`src/hw/rtl/fdrc_pkg.sv`:
```
`default_nettype none
package fdrc_pkg;
  localparam int unsigned MaxWidth   = 1024;
  localparam int unsigned MaxHeight  = 1024;
  localparam int unsigned MaxBoxes   = 64;
  localparam int unsigned XW         = $clog2(MaxWidth);
  localparam int unsigned YW         = $clog2(MaxHeight);
  localparam int unsigned AW         = XW + YW;
  localparam int unsigned BIW        = $clog2(MaxBoxes);
  localparam int unsigned BCW        = $clog2(MaxBoxes + 1);
  localparam int unsigned BoxW       = 2 * XW + 2 * YW;
  localparam logic [20:0] CountMax   = 21'h1FFFFF;
  localparam logic [15:0] DropMax    = 16'hFFFF;
  localparam logic [14:0] NoLow      = 15'h7FFF;

  localparam logic [2:0] RegWidth  = 3'd0;
  localparam logic [2:0] RegHeight = 3'd1;
  localparam logic [2:0] RegKey    = 3'd2;
  localparam logic [2:0] RegVpEn   = 3'd3;
  localparam logic [2:0] RegVpL    = 3'd4;
  localparam logic [2:0] RegVpT    = 3'd5;
  localparam logic [2:0] RegVpR    = 3'd6;
  localparam logic [2:0] RegVpB    = 3'd7;

  localparam logic [1:0] CodeSame  = 2'd0;
  localparam logic [1:0] CodeExpl  = 2'd1;
  localparam logic [1:0] CodeUnexp = 2'd2;

  typedef struct packed {
    logic in_fire;
    logic scan_start;
    logic scan_step;
    logic finish;
    logic out_take;
  } fdrc_cmd_t;

  typedef struct packed {
    logic is_pixel;
    logic scan_last;
    logic out_full;
  } fdrc_sts_t;
endpackage
`default_nettype wire

```
`src/hw/rtl/fdrc_ctrl.sv`:
```
`default_nettype none
module fdrc_ctrl
  import fdrc_pkg::*;
(
  input  wire        clk_i,
  input  wire        rst_ni,
  input  wire        in_valid_i,
  output logic       in_ready_o,
  input  wire        out_ready_i,
  output logic       out_valid_o,
  input  fdrc_sts_t  sts_i,
  output fdrc_cmd_t  cmd_o
);
  typedef enum logic [3:0] {
    StIdle = 4'b0001,
    StLoad = 4'b0010,
    StScan = 4'b0100,
    StDone = 4'b1000
  } state_e;

  state_e state_q, state_d;

  always_comb begin
    state_d = state_q;
    cmd_o = '0;
    in_ready_o = 1'b0;
    case (state_q)
      StIdle: begin
        in_ready_o = 1'b1;
        if (in_valid_i) begin
          cmd_o.in_fire = 1'b1;
          if (sts_i.is_pixel) state_d = StLoad;
        end
      end
      StLoad: begin
        cmd_o.scan_start = 1'b1;
        state_d = StScan;
      end
      StScan: begin
        cmd_o.scan_step = 1'b1;
        if (sts_i.scan_last) state_d = StDone;
      end
      StDone: begin
        if (!sts_i.out_full || out_ready_i) begin
          cmd_o.finish = 1'b1;
          state_d = StIdle;
        end
      end
      default: state_d = StIdle;
    endcase
    cmd_o.out_take = sts_i.out_full && out_ready_i;
  end

  assign out_valid_o = sts_i.out_full;

  always_ff @(posedge clk_i or negedge rst_ni) begin
    if (!rst_ni) state_q <= StIdle;
    else state_q <= state_d;
  end
endmodule
`default_nettype wire

```
`config.mk`:
```
export PLATFORM = sky130hd
export DESIGN_NAME = fdrc_ctrl
export DESIGN_NICKNAME = d
export VERILOG_FILES = /design/src/hw/rtl/fdrc_pkg.sv /design/src/hw/rtl/fdrc_ctrl.sv
export SDC_FILE = /design/constraint.sdc
export NUM_CORES = 1
export LEC_CHECK = 0
export ABC_AREA = 1
export BUFFER_PORTS_ARGS = -buffer_cell sky130_fd_sc_hd__buf_4
export CAP_MARGIN = 15
export CORE_AREA = 2 2 39 41
export CTS_CLUSTER_SIZE = 24
export DETAILED_ROUTE_END_ITERATION = 8
export DIE_AREA = 0 0 41 43
export GPL_ROUTABILITY_DRIVEN = 1
export SKIP_CTS_REPAIR_TIMING = 1
export SYNTH_ARGS = -nofsm -noshare
export SYNTH_HDL_FRONTEND = slang
export SYNTH_SLANG_ARGS = --single-unit
```
`constraint.sdc`:
```
create_clock -name clk_i -period 3.6 [get_ports clk_i]
set_clock_uncertainty 0.2 [all_clocks]
set_input_delay 0.18 -clock clk_i [delete_from_list [all_inputs] [get_ports clk_i]]
set_output_delay 0.18 -clock clk_i [all_outputs]
set_load 0.01 [all_outputs]
```
==> results.cfg, run 1 <==
[cells_and_area]
antenna_cells = 0
area_delta_synth_final_pct = 48.9
post-route-util_pct = 30.6
final_layout_size_suffix_gt1_share_pct = 42.1
reg_top3 = state_q (4)
largest_reg_flops = 4
largest_register = state_q
nNetsFinal = 65
fin_cells = 73

[clocking]
cts_tree = done
cts_sinks = 4
htreeDepth = 1
clk-insertion-delay-late_ns = 0.24
cts_made_buffers = 3
cts_max_path_buffers = 2
clk_pin_slew_ns = 0.04
clockRootBuffer = clkbuf_4

[placed_design]
gp_congestion = 0.737
dp_slack_ns = 2.20
dp.cells = 68
hpwl_um = 476
io_buffers = 13

[floorplan]
io_pins = 14
die_h_um = 43
rows = 14
dieArea_um2 = 1760
die_x_um = 41
core-area_um2 = 1380
initial_core_util_pct = 20.5

[yosys]
synth_area_um2 = 284
synth_top_area_cell = dfrtp_1
synth_edf_count = 0
syn_nets = 48
synth_cell_types = 15
avgSynthCellArea_um2 = 6.93
yosysTopAreaCellShare_pct = 26.4
ys_warn_count = 0
synth-async-reset-ratio_pct = 100
yosysSeqAreaShare_pct = 35.7
ys_top_cells_by_count = inv_1, nand2_1, nand3_1, nor2_1, dfrtp_1
netlist_instances = 41
ys_ff_latch = 4
synthTopCellsByArea = dfrtp_1, inv_1, dfstp_2
synth.most_common_cell = inv_1
synth_ff_type = dfrtp_1

[worst_setup_path]
slowest_stage = dfstp_2
cp_slowest_stage_delay_ns = 0.52
critical_path_arrival_ns = 1.26
crit_fanout = 4
cp_num_buf_inv = 2
required_ns = 3.22
critPathKind = reg2out
crit_path_end_kind = output port
start_kind = flop
crit_path_cell_trace = inv_1, nor2_1, nand2_2, nor2_1, buf_4
cp_common_cell = nor2_1
cp_top_family = flip-flops

[routing]
drc = 0
drtPass1Iterations = 2
viasPerCell = 3.99
drt-total-wl_um = 591
drtIter0Drc = 1
num_vias = 291
antenna_left = 0
wl_per_cell_um = 8.10

[timing]
hold_violations = 0
rsz0062_at_grt = no
worst_pin_slew_ns = 0.261
fin_tns_setup_ns = 0
setup_violations = 0
min_period_ns = 1.64
setup_ws_ns = 1.96
drv_slew = 0
timing.final.crit_share_pct = 45.6
max_freq_mhz = 609
whs_ns = 0.00837
slew_headroom_pct = 82.5

[power]
pwr-share-seq_pct = 28.8
power_frac_clock_pct = 27.2
p_int_mw = 0.142
p_leak_nw = 0.245
ir_drop_mv = 0.259
power.density_nw_per_um2 = 540
switching_share_pct = 37.7
netSwitchingPower_mw = 0.0860
pwr-share-comb_pct = 44.0

[outcome]
run_status = finished clean

[global_route]
track_usage_pct = 8.75
grt_antenna_before_repair = 0
first_global_vias = 271
grt_max_degree = 6
grt_pass1_wl_um = 993
grt-ovfl-total = 0

[worst_hold_path]
hold_class = in2reg

[flow_run]
maxCapViolations = 0
[cell families (layout without fill, tap and decap cells)]
logic type	after synthesis	in the layout	share of synthesized area, %
simple gates	24	24	44.1
buf+inv	12	28	18.5
flops	4	4	35.7
compound gates	1	1	1.76
[metal layers]
layer / global-route usage, % / wire length (um) / vias up
li1: - / - / 156
met1: 8.74 / 260 / 124
met2: 12.8 / 275 / 11
met3: 6.81 / 56 / 0
met4: 4.00 / 0 / 0
met5: 0 / 0 / -
[area by class of cell]
| cell class | count | area [um^2] |
|---|---|---|
| clock buffer | 4 | 26.3 |
| fill | 154 | 961 |
| inverter | 10 | 37.5 |
| multi-input combinational | 25 | 130 |
| sequential | 4 | 101 |
| tap | 16 | 20.0 |
| timing repair buffer | 14 | 108 |
[worst reg2reg max path: cells and delay by family (launching register included)]
kind	cells	cell delay, ns
buf+inv	1	0.05
flops	1	0.52
simple gates	4	0.42
[final timing paths]
path / start / depth (start not counted) / to / slack, ns
setup / recovery: state_q[0]$_DFFE_PN1P_ / 5 / cmd_o[4] / 1.96
hold / removal: sts_i[1] / 3 / state_q[3]$_DFFE_PN0P_ / 0.008
hold reg to reg: state_q[1]$_DFFE_PN0P_ / 2 / state_q[2]$_DFFE_PN0P_ / 0.41
setup reg to reg: state_q[0]$_DFFE_PN1P_ / 5 / state_q[3]$_DFFE_PN0P_ / 2.31
min in group asynchronous: rst_ni / 2 / state_q[2]$_DFFE_PN0P_ / 0.07
max in group asynchronous: rst_ni / 2 / state_q[0]$_DFFE_PN1P_ / 2.92
[through the flow]
step           cell area [um^2]  power [mW]
5_1_grt                     423       0.252
4_1_cts                     413       0.233
3_5_place_dp                387       0.167
6_report                    423       0.228
2_1_floorplan               284       0.133
3_3_place_gp                387       0.165
[placed cells by master, fill, tap and decap left out, drive strengths merged]
master / synthesis / layout
buf: 2 / 13
clkbuf: 0 / 4
dfrtp: 3 / 3
dfstp: 1 / 1
dlygate4sd3: 0 / 1
inv: 10 / 10
nand2: 8 / 8
nand3: 5 / 5
nand4: 1 / 1
nor2: 8 / 8
nor3: 1 / 1
nor4: 1 / 1
o21ai: 1 / 1
[power by group through the flow]
stage | logic, mW | clock network (mW) | registers [mW]
2_1_floorplan | 0.0675 | 0 | 0.0652
3_3_place_gp | 0.0989 | 0 | 0.0663
3_5_place_dp | 0.101 | 0 | 0.0664
4_1_cts | 0.101 | 0.0659 | 0.0660
5_1_grt | 0.115 | 0.0703 | 0.0668
6_report | 0.100 | 0.0620 | 0.0658
Power figures use the tool's default switching activity.
==> run 2, diff against run 1 <==
==> constraint.sdc (replaced) <==
create_clock -name clk_i -period 1.5 [get_ports clk_i]
set_clock_uncertainty 0.2 [all_clocks]
set_input_delay 0.075 -clock clk_i [delete_from_list [all_inputs] [get_ports clk_i]]
set_output_delay 0.075 -clock clk_i [all_outputs]
set_load 0.01 [all_outputs]
==> run 2 against run 1 <==
  * Clock power grew 130%
  * Wire length grew 12%
  * The flow now finishes with violations (setup timing)
  * Die area did not move
==> results.cfg, run 2 (synthesis gave the netlist of run 1 again) <==
[cells_and_area]
fin_cells = 80
final_common_cell = buf_4
final_layout_size_suffix_gt1_share_pct = 48.4
largest_register = state_q
fillers = 157
area_delta_synth_final_pct = 80.2
fin_area_um2 = 512
largest_reg_flops = 4
antenna_cells = 0
reg_top3 = state_q (4)
most-common-layout-cells = buf_4, inv_1, nand2_1
nNetsFinal = 72

[routing]
drtIter0Drc = 3
wl_per_cell_um = 8.26
num_vias = 323
drtPass1Iterations = 4
antenna_left = 0
drc = 0
viasPerCell = 4.04
drt-total-wl_um = 661

[worst_setup_path]
critPathKind = reg2out
critical_path_arrival_ns = 1.25
start_kind = flop
required_ns = 1.22
reg2reg_depth = 5
worstReg2RegStart = state_q[0]$_DFFE_PN1P_
crit_path_end_kind = output port
crit_fanout = 4
r2r_slack_ns = 0.14
reg2reg_to = state_q[1]$_DFFE_PN0P_

[placed_design]
post_dp_cell_area_um2 = 387
dp_slack_ns = 0.173
dp.cells = 68
hpwl_um = 486
gp_congestion = 0.746
io_buffers = 13

[outcome]
violations = setup timing
run_status = complete, but fails checks

[clocking]
clk-insertion-delay-late_ns = 0.24
clockRootBuffer = clkbuf_4
cts_tree = done
htreeDepth = 1
cts_max_path_buffers = 2
clk_pin_slew_ns = 0.05
cts_sinks = 4
cts_made_buffers = 3

[global_route]
grt_antenna_before_repair = 0
track_usage_pct = 9.66
grt-ovfl-total = 0
grt_pass1_wl_mm = 1.12
first_global_vias = 303
grt_max_degree = 6

[power]
p_leak_nw = 0.281
total_power_mw = 0.642
ir_drop_mv = 0.663
power.density_nw_per_um2 = 1260

[timing]
hold_violations = 0
timing.final.crit_share_pct = 102
min_period_ns = 1.52
whs_ns = 0.00920
setup_violations = 1
rsz0062_at_grt = yes
slew_headroom_pct = 85.3
max_freq_mhz = 657
setup_ws_ns = -0.0232
worst_pin_slew_ns = 0.220
drv_slew = 0

[floorplan]
die_h_um = 43
initial_core_util_pct = 20.5
dieArea_um2 = 1760
io_pins = 14
rows = 14
core-area_um2 = 1380
die_x_um = 41

[worst_hold_path]
hold_class = in2reg
min-delay-start = out_ready_i
whs_path_depth = 4
min_to = state_q[3]$_DFFE_PN0P_

[flow_run]
maxCapViolations = 0
## run 2: layer usage
metal  track usage (%)  vias up  part of all wire [%]  wire (um)
met4              4.00        0                     0          0
met1              9.71      144                    41        270
met3              6.81        0                   7.3         48
met2              14.7       11                    52        342
li1                  -      168                     -          -
met5                 0        -                     0          0
## run 2: worst max-delay path, stage by stage (launching register included)
cell and delay (ns):
dfstp_2 0.55, inv_2 0.06, nor2_4 0.11, nand2_2 0.08
nor2_1 0.11, buf_4 0.12
## run 2: cell type report
type / count / area (um^2) / share of cell area (%)
Inverter: 10 / 37.5 / 7.33
Multi-Input combinational cell: 25 / 156 / 30.6
Sequential cell: 4 / 101 / 19.8
Clock buffer: 4 / 26.3 / 5.13
Tap cell: 16 / 20.0 / 3.91
Timing Repair Buffer: 21 / 170 / 33.3
## run 2: worst max path at each step
stage / cells after the start / start / slack, ns / endpoint
2_1_floorplan: 5 / state_q[0]$_DFFE_PN1P_ / 0.27 / state_q[3]$_DFFE_PN0P_
3_3_place_gp: 5 / state_q[0]$_DFFE_PN1P_ / 0.22 / cmd_o[4]
3_5_place_dp: 5 / state_q[0]$_DFFE_PN1P_ / 0.17 / state_q[3]$_DFFE_PN0P_
4_1_cts: 5 / state_q[0]$_DFFE_PN1P_ / -0.06 / cmd_o[4]
5_1_grt: 5 / state_q[0]$_DFFE_PN1P_ / -0.1 / cmd_o[4]
6_report: 5 / state_q[0]$_DFFE_PN1P_ / -0.02 / cmd_o[4]
## run 2: power breakdown
part / internal [mW] / total [mW] / switching (mW)
registers: 0.141 / 0.173 / 0.0324
logic: 0.164 / 0.324 / 0.161
clock network: 0.0998 / 0.145 / 0.0450
## run 2: metrics by stage
| step | utilization [%] | setup TNS, ns |
|---|---|---|
| after floorplan | - | 0 |
| after global placement | 27.9 | 0 |
| after detailed placement | 27.9 | 0 |
| after CTS | 29.8 | -0.0975 |
| after global routing | 37.0 | -0.125 |
| final | 37.0 | -0.0232 |
==> run 3, diff against run 2 <==
--- a/config.mk
+++ b/config.mk
@@ -5,14 +5,16 @@
 export SDC_FILE = /design/constraint.sdc
 export NUM_CORES = 1
 export LEC_CHECK = 0
-export ABC_AREA = 1
 export BUFFER_PORTS_ARGS = -buffer_cell sky130_fd_sc_hd__buf_4
 export CAP_MARGIN = 15
+export CELL_PAD_IN_SITES_DETAIL_PLACEMENT = 1
+export CELL_PAD_IN_SITES_GLOBAL_PLACEMENT = 1
 export CORE_AREA = 2 2 39 41
 export CTS_CLUSTER_SIZE = 24
 export DETAILED_ROUTE_END_ITERATION = 8
 export DIE_AREA = 0 0 41 43
 export GPL_ROUTABILITY_DRIVEN = 1
+export PLACE_DENSITY_LB_ADDON = 0.1
 export SKIP_CTS_REPAIR_TIMING = 1
 export SYNTH_ARGS = -nofsm -noshare
 export SYNTH_HDL_FRONTEND = slang
==> run 3 against run 2 <==
  * The run ends with hold timing, setup timing left
  * Via count down 11%
  * Synthesized cell count down 34%
  * Flip-flop and latch count unchanged
  * Worst hold slack worse by 0.020 ns
  * Register-to-register slack got worse by 0.05 ns
  * Largest cell class unchanged
  * Largest power group is now the clock network
  * Highest routed layer is now met4
==> results.cfg, run 3 <==
[outcome]
run_status = complete, but fails checks
violations = hold timing, setup timing

[global_route]
grt_antenna_before_repair = 0
track_usage_pct = 11.6
first_global_vias = 289
grt_pass1_wl_mm = 1.29
grt_max_degree = 10
grt-ovfl-total = 0

[routing]
drtPass1Iterations = 4
wl_per_cell_um = 13.2
viasPerCell = 4.48
drt-total-wl_um = 842
drtIter0Drc = 4
antenna_left = 0
num_vias = 287
drc = 0

[cells_and_area]
most-common-layout-cells = buf_4, dlygate4sd3_1, clkbuf_4
nNetsFinal = 56
reg_top3 = state_q (4)
antenna_cells = 0
post-route-util_pct = 35.3
multi_input_area_um2 = 165
largest_reg_flops = 4
fin_area_um2 = 488
area_delta_synth_final_pct = 84.0
regArea_um2 = 103
final_common_cell = buf_4
final_layout_size_suffix_gt1_share_pct = 54.2
largest_register = state_q
fillers = 170

[yosys]
synthTopCellsByArea = dfrtp_1, dfstp_2, nor4b_1
yosysTopAreaCellShare_pct = 28.3
synth_area_um2 = 265
synth_ff_type = dfrtp_1
ys_warn_count = 0
synth.most_common_cell = dfrtp_1
synth_cell_types = 20
netlist_instances = 27
synth_top_area_cell = dfrtp_1
synth_edf_count = 0
ys_ff_latch = 4
yosysSeqAreaShare_pct = 38.2
syn_nets = 34
avgSynthCellArea_um2 = 9.82
synth-async-reset-ratio_pct = 100

[worst_hold_path]
hold_class = in2reg

[timing]
max_freq_mhz = 625
setup_violations = 3
worst_pin_slew_ns = 0.314
hold_violations = 1
drv_slew = 0
setup_ws_ns = -0.101
timing.final.crit_share_pct = 107
whs_ns = -0.0107
min_period_ns = 1.60
rsz0062_at_grt = yes
slew_headroom_pct = 78.8

[clocking]
cts_made_buffers = 3
clk-insertion-delay-late_ns = 0.24
cts_sinks = 4
clk_pin_slew_ns = 0.04
cts_max_path_buffers = 2
cts_tree = done
htreeDepth = 1
clockRootBuffer = clkbuf_4

[floorplan]
die_x_um = 41
io_pins = 14
initial_core_util_pct = 19.2
core-area_um2 = 1380
rows = 14
die_h_um = 43
dieArea_um2 = 1760

[power]
power.density_nw_per_um2 = 854
total_power_mw = 0.417
ir_drop_mv = 0.267
p_leak_nw = 0.221

[worst_setup_path]
crit_path_end_kind = output port
crit_fanout = 5
critical_path_arrival_ns = 1.33
required_ns = 1.22
critPathKind = reg2out
start_kind = flop

[placed_design]
hpwl_um = 628
post_dp_cell_area_um2 = 378
gp_congestion = 0.636
io_buffers = 13

[flow_run]
maxCapViolations = 0
run 3: cell type report:
type,count,share of cell area (%)
Tap cell,16,4.10
Sequential cell,4,21.0
Multi-Input combinational cell,19,33.8
Inverter,1,0.769
Clock buffer,4,5.38
Timing Repair Buffer,20,34.9
run 3: worst max-delay path, stage by stage, from the launching register on:
cell and delay [ns]:
dfstp_2 0.56, inv_2 0.06, nor4_4 0.18, and2_4 0.20, buf_6 0.09
run 3: kinds of logic after synthesis:
logic type	share of synthesized area, %
and+or+nand+nor	38.7
DFF	38.2
muxes	3.77
AOI/OAI and AO/OA	10.4
buffers and inverters	8.96
run 3: report_power, final:
part           internal [mW]  leakage [nW]  switching, mW
logic                 0.0796         0.156         0.0567
clock network          0.100        0.0150         0.0468
registers              0.121        0.0500         0.0129
total                  0.300         0.221          0.116
run 3: stage by stage:
step	std cells	setup slack [ns]	setup TNS [ns]
detailed placement	55	0.0256	0
CTS	59	-0.226	-0.598
floorplan	27	0.0531	0
finish	64	-0.101	-0.198
global route	64	-0.169	-0.523
global placement	55	0.102	0
run 3: path summary, 6_finish.rpt:
kind	from	end	slack, ns	cells after the start
min in group asynchronous	rst_ni	state_q[0]$_DFFE_PN1P_	0.12	2
max in group asynchronous	rst_ni	state_q[2]$_DFFE_PN0P_	0.37	3
worst max register to register	state_q[1]$_DFFE_PN0P_	state_q[0]$_DFFE_PN1P_	0.09	4
worst max-delay path	state_q[0]$_DFFE_PN1P_	cmd_o[4]	-0.10	4
worst min register to register	state_q[0]$_DFFE_PN1P_	state_q[2]$_DFFE_PN0P_	0.39	1
worst min-delay path	out_ready_i	state_q[3]$_DFFE_PN0P_	-0.01	4
run 3: per-layer routing:
layer,global-route usage (%),up-vias,part of all wire (%)
met5,0,-,0
met4,10.0,0,0.71
met3,1.57,2,4.5
met2,17.2,8,54
met1,13.6,137,40
li1,-,140,-
